**config.mk**
```make
export PLATFORM = sky130hd
export DESIGN_NAME = coalescing_event_queue_unit
export DESIGN_NICKNAME = d
export VERILOG_FILES = /design/src/hdl/ceq_pkg.sv /design/src/hdl/ceq_store.sv /design/src/hdl/coalescing_event_queue_unit.sv
export SDC_FILE = /design/constraint.sdc
export NUM_CORES = 2
export LEC_CHECK = 0
export BUFFER_PORTS_ARGS = -buffer_cell sky130_fd_sc_hd__buf_2
export CAP_MARGIN = 30
export CORE_UTILIZATION = 60
export DETAILED_ROUTE_END_ITERATION = 8
export PLACE_DENSITY = 0.89
export SYNTH_ARGS = -nofsm -noshare
export SYNTH_HDL_FRONTEND = slang
export SYNTH_SLANG_ARGS = --single-unit
```
**constraint.sdc**
```tcl
create_clock -name clk -period 9.8 [get_ports clk]
set_clock_uncertainty 0.1 [all_clocks]
set_input_delay 0.98 -clock clk [delete_from_list [all_inputs] [get_ports clk]]
set_output_delay 0.98 -clock clk [all_outputs]
set_load 0.01 [all_outputs]
```
**src/hdl/ceq_pkg.sv**
```systemverilog
// ----------------------------------------------------------------------------
// ceq_pkg
// Types and constants shared by the coalescing event queue.
// ----------------------------------------------------------------------------
package ceq_pkg;

    localparam int DEFAULT_CAPACITY = 16;

    localparam int KIND_W    = 4;
    localparam int PAYLOAD_W = 64;
    localparam int SEQ_W     = 32;
    localparam int STATUS_W  = 3;

    localparam logic [KIND_W-1:0] KIND_LAST_COALESCIBLE = 4'd3;
    localparam logic [KIND_W-1:0] KIND_DESTROYED        = 4'd4;

    localparam logic OP_ENQUEUE = 1'b0;
    localparam logic OP_DEQUEUE = 1'b1;

    typedef enum logic [STATUS_W-1:0] {
        ST_QUEUED    = 3'd0,
        ST_COALESCED = 3'd1,
        ST_DROPPED   = 3'd2,
        ST_DEQUEUED  = 3'd3,
        ST_EMPTY     = 3'd4
    } status_t;

    typedef struct packed {
        logic [KIND_W-1:0]    kind;
        logic [PAYLOAD_W-1:0] payload;
        logic [SEQ_W-1:0]     seq;
    } entry_t;

    function automatic logic is_coalescible(input logic [KIND_W-1:0] kind);
        return kind <= KIND_LAST_COALESCIBLE;
    endfunction

endpackage

```
**src/hdl/ceq_store.sv**
```systemverilog
// ----------------------------------------------------------------------------
// ceq_store
// Event storage: one write port, one read port with registered data.
// ----------------------------------------------------------------------------
module ceq_store
    import ceq_pkg::*;
#(
    parameter int CAPACITY = DEFAULT_CAPACITY,
    parameter int PTR_W    = (CAPACITY > 1) ? $clog2(CAPACITY) : 1
)
(
    input  logic             clk,
    input  logic             wr_en,
    input  logic [PTR_W-1:0] wr_addr,
    input  entry_t           wr_data,
    input  logic             rd_en,
    input  logic [PTR_W-1:0] rd_addr,
    output entry_t           rd_data
);

    entry_t mem [CAPACITY];
    entry_t rd_data_reg;

    always_ff @(posedge clk)
    begin
        if (wr_en)
        begin
            mem[wr_addr] <= wr_data;
        end
    end

    always_ff @(posedge clk)
    begin
        if (rd_en)
        begin
            rd_data_reg <= mem[rd_addr];
        end
    end

    assign rd_data = rd_data_reg;

endmodule

```
**src/hdl/coalescing_event_queue_unit.sv**
```systemverilog
// ----------------------------------------------------------------------------
// coalescing_event_queue_unit
// Bounded event ring with tail coalescing and displacement when full.
// ----------------------------------------------------------------------------
// Steps: a dequeue reads the oldest entry and then returns it; an enqueue scans the
//   coalescible tail from the newest entry back, then, if full, searches for a victim
//   and, if one is found, shifts later entries down over it and appends; one read port.
// Throughput: one beat at a time; busy high until done, low for suppressed/empty beats.
// The receiver cannot stall: done pulses for one cycle with the result.
// Reset: empty ring, counters zero, suppress clear; storage is not cleared.
module coalescing_event_queue_unit
    import ceq_pkg::*;
#(
    parameter int CAPACITY = DEFAULT_CAPACITY,
    parameter int CNT_W    = $clog2(CAPACITY + 1),
    parameter int PTR_W    = (CAPACITY > 1) ? $clog2(CAPACITY) : 1
)
(
    input  logic                 clk,
    input  logic                 rst_n,
    input  logic                 start,
    output logic                 busy,
    input  logic                 cfg_write,
    input  logic                 cfg_data,
    input  logic                 operation,
    input  logic [KIND_W-1:0]    event_kind,
    input  logic [PAYLOAD_W-1:0] event_payload,
    output logic                 done,
    output logic [STATUS_W-1:0]  status,
    output logic [KIND_W-1:0]    out_kind,
    output logic [PAYLOAD_W-1:0] out_payload,
    output logic [SEQ_W-1:0]     out_sequence,
    output logic [SEQ_W-1:0]     dropped_total,
    output logic [CNT_W-1:0]     fill_level
);

    typedef enum logic [8:0] {
        S_IDLE     = 9'b000000001,
        S_SCAN_RD  = 9'b000000010,
        S_SCAN_CHK = 9'b000000100,
        S_FULL_CHK = 9'b000001000,
        S_FIND_RD  = 9'b000010000,
        S_FIND_CHK = 9'b000100000,
        S_SHIFT_RD = 9'b001000000,
        S_SHIFT_WR = 9'b010000000,
        S_APPEND   = 9'b100000000
    } state_t;

    localparam logic [CNT_W-1:0] CAP_C = CNT_W'(CAPACITY);
    localparam logic [CNT_W-1:0] ONE_C = CNT_W'(1);

    state_t               state_reg, state_next;
    logic [PTR_W-1:0]     head_reg, head_next;
    logic [CNT_W-1:0]     held_reg, held_next;
    logic [SEQ_W-1:0]     seq_reg, seq_next;
    logic [SEQ_W-1:0]     drop_reg, drop_next;
    logic                 suppress_reg;
    logic [CNT_W-1:0]     idx_reg, idx_next;
    logic [KIND_W-1:0]    kind_reg, kind_next;
    logic [PAYLOAD_W-1:0] payload_reg, payload_next;
    logic                 deq_wait_reg, deq_wait_next;

    logic                 done_reg, done_next;
    status_t              status_reg, status_next;
    entry_t               out_reg, out_next;

    logic                 rd_en, wr_en;
    logic [CNT_W-1:0]     rd_logical, wr_logical;
    entry_t               wr_data, rd_data;

    function automatic logic [PTR_W-1:0] slot_of(input logic [PTR_W-1:0] head,
                                                 input logic [CNT_W-1:0] logical);
        logic [CNT_W:0] sum;
        sum = (CNT_W+1)'(head) + (CNT_W+1)'(logical);
        if (sum >= (CNT_W+1)'(CAPACITY))
        begin
            sum = sum - (CNT_W+1)'(CAPACITY);
        end
        return sum[PTR_W-1:0];
    endfunction

    ceq_store #(
        .CAPACITY (CAPACITY),
        .PTR_W    (PTR_W)
    ) u_store (
        .clk     (clk),
        .wr_en   (wr_en),
        .wr_addr (slot_of(head_reg, wr_logical)),
        .wr_data (wr_data),
        .rd_en   (rd_en),
        .rd_addr (slot_of(head_reg, rd_logical)),
        .rd_data (rd_data)
    );

    always_comb
    begin
        state_next    = state_reg;
        head_next     = head_reg;
        held_next     = held_reg;
        seq_next      = seq_reg;
        drop_next     = drop_reg;
        idx_next      = idx_reg;
        kind_next     = kind_reg;
        payload_next  = payload_reg;
        deq_wait_next = 1'b0;
        done_next     = 1'b0;
        status_next   = status_reg;
        out_next      = out_reg;
        rd_en         = 1'b0;
        wr_en         = 1'b0;
        rd_logical    = idx_reg;
        wr_logical    = idx_reg;
        wr_data       = '{kind: kind_reg, payload: payload_reg, seq: seq_reg};

        unique case (state_reg)
            S_IDLE:
            begin
                if (deq_wait_reg)
                begin
                    done_next   = 1'b1;
                    status_next = ST_DEQUEUED;
                    out_next    = rd_data;
                    head_next   = (head_reg == PTR_W'(CAPACITY - 1)) ? '0 : head_reg + 1'b1;
                    held_next   = held_reg - ONE_C;
                end
                else if (start)
                begin
                    kind_next    = event_kind;
                    payload_next = event_payload;
                    out_next     = '0;
                    if (operation == OP_DEQUEUE)
                    begin
                        if (held_reg == '0)
                        begin
                            done_next   = 1'b1;
                            status_next = ST_EMPTY;
                        end
                        else
                        begin
                            rd_en         = 1'b1;
                            rd_logical    = '0;
                            deq_wait_next = 1'b1;
                        end
                    end
                    else if (suppress_reg)
                    begin
                        done_next   = 1'b1;
                        status_next = ST_COALESCED;
                    end
                    else if (is_coalescible(event_kind) && held_reg != '0)
                    begin
                        idx_next   = held_reg - ONE_C;
                        state_next = S_SCAN_RD;
                    end
                    else
                    begin
                        state_next = S_FULL_CHK;
                    end
                end
            end
            S_SCAN_RD:
            begin
                rd_en      = 1'b1;
                state_next = S_SCAN_CHK;
            end
            S_SCAN_CHK:
            begin
                priority if (!is_coalescible(rd_data.kind))
                begin
                    state_next = S_FULL_CHK;
                end
                else if (rd_data.kind == kind_reg)
                begin
                    wr_en       = 1'b1;
                    wr_data     = '{kind: kind_reg, payload: payload_reg, seq: rd_data.seq};
                    done_next   = 1'b1;
                    status_next = ST_COALESCED;
                    state_next  = S_IDLE;
                end
                else if (idx_reg == '0)
                begin
                    state_next = S_FULL_CHK;
                end
                else
                begin
                    idx_next   = idx_reg - ONE_C;
                    state_next = S_SCAN_RD;
                end
            end
            S_FULL_CHK:
            begin
                idx_next   = '0;
                state_next = (held_reg >= CAP_C) ? S_FIND_RD : S_APPEND;
            end
            S_FIND_RD:
            begin
                rd_en      = 1'b1;
                state_next = S_FIND_CHK;
            end
            S_FIND_CHK:
            begin
                priority if (is_coalescible(rd_data.kind))
                begin
                    state_next = S_SHIFT_RD;
                end
                else if (idx_reg + ONE_C < held_reg)
                begin
                    idx_next   = idx_reg + ONE_C;
                    state_next = S_FIND_RD;
                end
                else if (kind_reg == KIND_DESTROYED)
                begin
                    idx_next   = '0;
                    state_next = S_SHIFT_RD;
                end
                else
                begin
                    drop_next   = drop_reg + 1'b1;
                    done_next   = 1'b1;
                    status_next = ST_DROPPED;
                    state_next  = S_IDLE;
                end
            end
            S_SHIFT_RD:
            begin
                if (idx_reg + ONE_C < held_reg)
                begin
                    rd_en      = 1'b1;
                    rd_logical = idx_reg + ONE_C;
                    state_next = S_SHIFT_WR;
                end
                else
                begin
                    held_next  = held_reg - ONE_C;
                    drop_next  = drop_reg + 1'b1;
                    state_next = S_APPEND;
                end
            end
            S_SHIFT_WR:
            begin
                wr_en      = 1'b1;
                wr_data    = rd_data;
                idx_next   = idx_reg + ONE_C;
                state_next = S_SHIFT_RD;
            end
            S_APPEND:
            begin
                wr_en       = 1'b1;
                wr_logical  = held_reg;
                seq_next    = seq_reg + 1'b1;
                held_next   = held_reg + ONE_C;
                done_next   = 1'b1;
                status_next = ST_QUEUED;
                state_next  = S_IDLE;
            end
            default:
            begin
                state_next = S_IDLE;
            end
        endcase
    end

    always_ff @(posedge clk or negedge rst_n)
    begin
        if (!rst_n)
        begin
            state_reg    <= S_IDLE;
            head_reg     <= '0;
            held_reg     <= '0;
            seq_reg      <= '0;
            drop_reg     <= '0;
            suppress_reg <= 1'b0;
            deq_wait_reg <= 1'b0;
            done_reg     <= 1'b0;
        end
        else
        begin
            state_reg    <= state_next;
            head_reg     <= head_next;
            held_reg     <= held_next;
            seq_reg      <= seq_next;
            drop_reg     <= drop_next;
            deq_wait_reg <= deq_wait_next;
            done_reg     <= done_next;
            if (cfg_write)
            begin
                suppress_reg <= cfg_data;
            end
        end
    end

    always_ff @(posedge clk)
    begin
        idx_reg     <= idx_next;
        kind_reg    <= kind_next;
        payload_reg <= payload_next;
        status_reg  <= status_next;
        out_reg     <= out_next;
    end

    assign busy          = (state_reg != S_IDLE) || deq_wait_reg;
    assign done          = done_reg;
    assign status        = status_reg;
    assign out_kind      = out_reg.kind;
    assign out_payload   = out_reg.payload;
    assign out_sequence  = out_reg.seq;
    assign dropped_total = drop_reg;
    assign fill_level    = held_reg;

endmodule

```
# Yosys cells after proc, flatten, opt, wreduce, memory -nomap -nowiden
# Memories as Yosys holds them, arrays and structs flattened. A register that Yosys moved wholly into a read port is not among the register bits.
# Index checks and enable logic that the tools add are counted.
# word_totals
word_cells	166
ff_bits	261
memories	1
output_inout_bits	142
input_bits	74
mem_bits_rw	1600
# mem_list
memory	words	word_bits	rd	rd_ports_with_merged_regs	write_ports	line	rtl
u_store.mem	16	100	1	1	1	ceq_store.sv:21	entry_t mem [CAPACITY];
# classes
n_mux	81
n_lt_le_gt_ge	6
reduce_logical	20
n_eq_ne	31
n_addsub	11
bitwise	1
# op_table
operator	n
$mux W100	2
$pmux W100 S2	1
$mux W32	6
$mux W5	19
$pmux W9 S8	1
$add A32 B1 Y32 const B	2
$pmux W32 S2	1
$mux W9	6
$mux W3	10
$mux W4	7
$ne A2 B2 Y1 const B	14
$pmux W5 S5	1
$mux W7	3
$mux W1	18
$pmux W5 S3	1
$add A4 B5 Y6	2
$ge A6 B5 Y1 const B	2
$pmux W3 S4	1
$reduce_and A11 Y1	1
$add A5 B1 Y5 const B	2
$logic_not A5 Y1	2
$pmux W5 S2	1
$reduce_bool A5 Y1	2
$sub A5 B1 Y5 const B	2
35 further kinds	43

# Longest topological paths before layout
# logic_depth
ltp_word	9
depth_mapped	18

# Hierarchy
# Synthesis repeated with hierarchy kept, for this count alone.
# unflattened
cells_unflattened	3652
area_unflattened_um2	75288.5
# modules_own_cells
mod	seq_area_each_um2	instances	area_per_inst_um2	cells_per_inst
ceq_store	51049.0	1	62779.0	2560
coalescing_event_queue_unit	7413.4	1	12509.5	1092

# Worst setup path before layout
# Ideal clock, no wire load.
# synth_path
kind	register -> register
from	reg state_reg[1]
to	mem u_store.mem[4][0] in the netlist's numbering (enable)
setup_ns	0.560
stages_incl_launch_ff	13
arrival_ns	7.009
setup_slack_ns	2.131
path_cell_list	dfrtp_1 > nor4_4 > nand4b_1 > clkbuf_1 > buf_1 > o21ai_0 > ha_1 > a21o_1 > a21oi_1 > xnor2_1 > xor2_1 > nand2_1 > nor2_1
# synth_via
elab_chain_cells	5
word_cells_on_any_way	12
classes_between	2 x add/sub; 1 x order compare; 3 x eq/ne; 5 x mux; 1 x reduce/logical
# synth_rtl
element	line	rtl
from (decl)	coalescing_event_queue_unit.sv:52	state_t state_reg, state_next;
from (signal assigned)	coalescing_event_queue_unit.sv:278	state_reg <= state_next;
$eq A9 B9 Y1 / $eq A9 B8 Y1 (equally long branches)	coalescing_event_queue_unit.sv:115	unique case (state_reg)
$mux W5 / $reduce_or A2 Y1 (equally long branches)	-	
$add A4 B5 Y6 / $pmux W1 S2 (equally long branches)	coalescing_event_queue_unit.sv:74, coalescing_event_queue_unit.sv:115	
$ge A6 B5 Y1, or another cell as far along	coalescing_event_queue_unit.sv:75	if (sum >= (CNT_W+1)'(CAPACITY))
$mux W4 / $mux W1 (equally long branches)	coalescing_event_queue_unit.sv:75, ceq_store.sv:28	
to (decl)	ceq_store.sv:21	
# Parallel ways exist; a longest one is shown, timed or not.

# Worst setup path after layout
# layout_path
from	reg idx_reg[0]
to	reg, netlist name u_store.rd_data[78]
# layout_via
elab_chain_cells	8
word_cells_on_any_way	14
classes_between	3 x add/sub; 2 x order compare; 9 x mux
# layout_rtl
element	line	rtl
from (decl)	coalescing_event_queue_unit.sv:58	logic [CNT_W-1:0] idx_reg, idx_next;
from (signal assigned)	coalescing_event_queue_unit.sv:294	idx_reg <= idx_next;
parallel branches: the longest is 8 deep, another holds $add A4 B5 Y6	-	
# Several ways; the timed one is not identified.
# A chain may end at the register's enable or synchronous reset.

==> results.cfg <==
[worst_setup_path]
cp_common_cell = ha_1
cp-start-kind = register
crit_required_ps = 10210
arrival_ps = 7010
cp-end-kind = register
path_delay_family = adder cells
r2r-end = u_store.rd_data[78]
cp_cell_sequence = ha_1, xor2_1, ha_1, a21o_1, a31oi_1, o21ai_1, inv_2, ha_1, o22ai_1, ha_4, inv_1, fa_4, buf_12, mux4_2, mux2i_1, mux2i_1
r2r_slack_ps = 3200
cp_slowest_cell = fa_4
cp_max_fo = 177
slowest_delay_ps = 1330
reg2reg_from = idx_reg[0]
critPathKind = register to register
worst-path-buf-inv = 3
reg2reg_depth = 16

[placed_design]
hpwl_mm = 92.3
place.gp.congestion = 0.872
io_buffer_count = 215

[worst_hold_path]
hold_depth = 1
hold_start = event_payload[27]
hold_class = input pin to register
min_delay_worst_endpoint = payload_reg[27]

[sta]
slew_violations = 0
final.setup.tns_ps = 0
max_freq_mhz = 152
relSlewSlack = 0.209
worstMarginPinSlew_ps = 1190
finalSetupViolCount = 0
period_needed_ps = 6600
grt_setup_unrepaired = no
post-route-period-util = 0.673
finalHoldViolations = 0

[finish]
final_common_cell = edfxtp_1
layout-drive-gt1-share = 0.272
syn_to_final_growth_pct = 12.2
nFillCells = 7030
largest_reg_flops = 1600
final_cell_mix = 1,876 x edfxtp_1, 400 x mux4_2, 302 x mux2i_1
fin_nets = 3858

[detailed_routing]
finalWirelength_mm = 206
dr_wl_met3_mm = 25.8
drt_iter0_drc = 7595
wl_met1_mm = 70.0
vias = 40000
remaining_drc_errors = 0
highest_layer = met5
wl_met2_mm = 101
drt_pass1_iterations = 6
via_per_inst = 7.20
wl_per_cell_um = 37.0
final_antenna_net_count = 0

[die]
rows = 130
die_y_um = 358
die_area_um2 = 128000
core_um2 = 126000
die_x_um = 358
ioPinCount = 216
start_util = 0.604

[clock_network]
cts_tree = built
cts_buffer_depth = 3
ctsHtreeMaxLevel = 4
cts_buffers = 183
post-cts-setup-buffers = 0
cts.clk_slew.worst_paths_ps = 70
cts_num_sinks = 1961
clkLatencyLatePin_ps = 840
ctsRootBufferMaster = clkbuf_16

[power_and_ir_drop]
p_leak_nw = 29.7
ir_drop_mv = 0.761
combPwrFrac = 0.332
switching_share = 0.330
switchingPower_mw = 8.74
p_per_area_nw_per_um2 = 311
sequentialPowerShare = 0.399
p_clk_frac = 0.268
finalPower_mw = 26.5
p_int_mw = 17.8

[synth]
synth_top_area_frac = 0.742
avgSynthCellArea_um2 = 22.0
ys_seq_elements = 1961
synth_cells = 3452
synthArstFlopShare = 0.0433
synthFlopType = edfxtp_1
yosysWarnings = 0
synth.net_count = 3548
netlist_area_um2 = 75900
synth-edff-count = 1876
synth_area_leader_cell = edfxtp_1
ys_seq_area_frac = 0.770
yosys-top-cells-area = edfxtp_1 74%, mux4_2 12%, mux2i_1 4.0%, dfrtp_1 2.8%, mux2_2 1.5%
synth.distinct_cells = 62

[global_routing]
grt_max_degree = 178
grt_pass1_vias = 40100
antenna_found_initial = 4
grt_overflow = 0
grt_usage = 0.314
grt_pass1_wl_mm = 285

[job]
max_cap_violations = 0

[run_status]
status = complete, no violations
-- worst reg2reg max path, cell delays in order, from the launching register on --
cell      delay [ps]
edfxtp_1         490
ha_1             340
xor2_1           200
ha_1             330
a21o_1           200
a31oi_1          270
o21ai_1          210
inv_2            220
ha_1             270
o22ai_1          250
ha_4             190
inv_1             60
fa_4            1330
buf_12           750
mux4_2           690
mux2i_1          250
mux2i_1          150
-- per-stage QoR --
stage | setup slack, ps | util | hold WS (ps) | cells | area (um^2)
floorplan | 2130 | - | 340 | 3452 | 75900
global placement | 3610 | 0.629 | 357 | 5208 | 79000
detailed placement | 3510 | 0.631 | 384 | 5217 | 79200
CTS | 3330 | 0.676 | 182 | 5544 | 84900
global route | 3050 | 0.678 | 197 | 5554 | 85100
finish | 3200 | 0.678 | 223 | 5560 | 85200
-- synthesized netlist by cell type (3+ instances only) --
library cell	instances
a21o_1	4
a21oi_1	16
a31oi_1	4
and2_1	102
and3_1	10
and4_1	8
and4b_1	3
buf_1	26
buf_12	10
clkbuf_1	123
dfrtp_1	84
edfxtp_1	1876
ha_1	20
inv_1	17
mux2_2	103
mux2i_1	302
mux4_2	400
nand2_1	57
nand2b_1	5
nand3_1	33
nand3b_1	4
nand4_1	27
nor2_1	47
nor2b_1	3
nor3_1	14
nor4_1	4
o21ai_0	12
o31ai_1	4
or3_1	3
xnor2_1	75
xor2_1	15
-- power by group through the flow --
stage | Sequential [mW] | Combinational [mW] | Clock (mW)
after floorplan | 10.6 | 6.20 | 0
final | 10.6 | 8.81 | 7.11
after detailed placement | 10.7 | 8.28 | 0
after CTS | 10.6 | 8.63 | 7.07
after global routing | 10.6 | 9.12 | 7.40
after global placement | 10.7 | 7.88 | 0
-- cell families (layout without fill, tap and decap cells) --
family / Yosys count / after routing / synth area share
xor+xnor: 91 / 91 / 0.0107
simple gates: 332 / 332 / 0.0244
fa+ha+maj: 22 / 22 / 0.00382
buf+inv: 178 / 629 / 0.0110
flops: 1961 / 1961 / 0.770
compound gates: 63 / 63 / 0.00594
mux: 805 / 805 / 0.174
other cells: 0 / 7 / 0
-- area by class of cell --
cell class                 instances  area (um^2)  area share
sequential                      1961        58500       0.687
inverter                          18         67.6    0.000793
clock inverter                    85          838     0.00984
multi-input combinational       1313        16800       0.197
clock buffer                     241         4860      0.0571
antenna                            7         17.5    0.000206
timing repair buffer             285         2070      0.0243
tap                             1650         2060      0.0242
-- how the worst max path moves through the flow --
stage,from,to,cells after the start
floorplan,state_reg[1],u_store.mem[4][0],12
global placement,state_reg[3],u_store.mem[9][67],12
detailed placement,idx_reg[0],u_store.rd_data[94],16
CTS,idx_reg[0],u_store.rd_data[78],16
global route,idx_reg[0],u_store.rd_data[82],16
finish,idx_reg[0],u_store.rd_data[78],16
-- routing by layer --
metal / vias to the layer above / global-route usage
li1: 14800 / -
met1: 20400 / 0.421
met2: 4140 / 0.501
met3: 630 / 0.0685
met4: 6 / 0.143
met5: - / 0
-- timing repair --
action                                 in CTS  in global routing
endpoints found under the hold margin      18                  0
gates resized for setup                     0                  0
hold buffers                                1                  0
No activity file was read; power rests on OpenSTA's default activity.
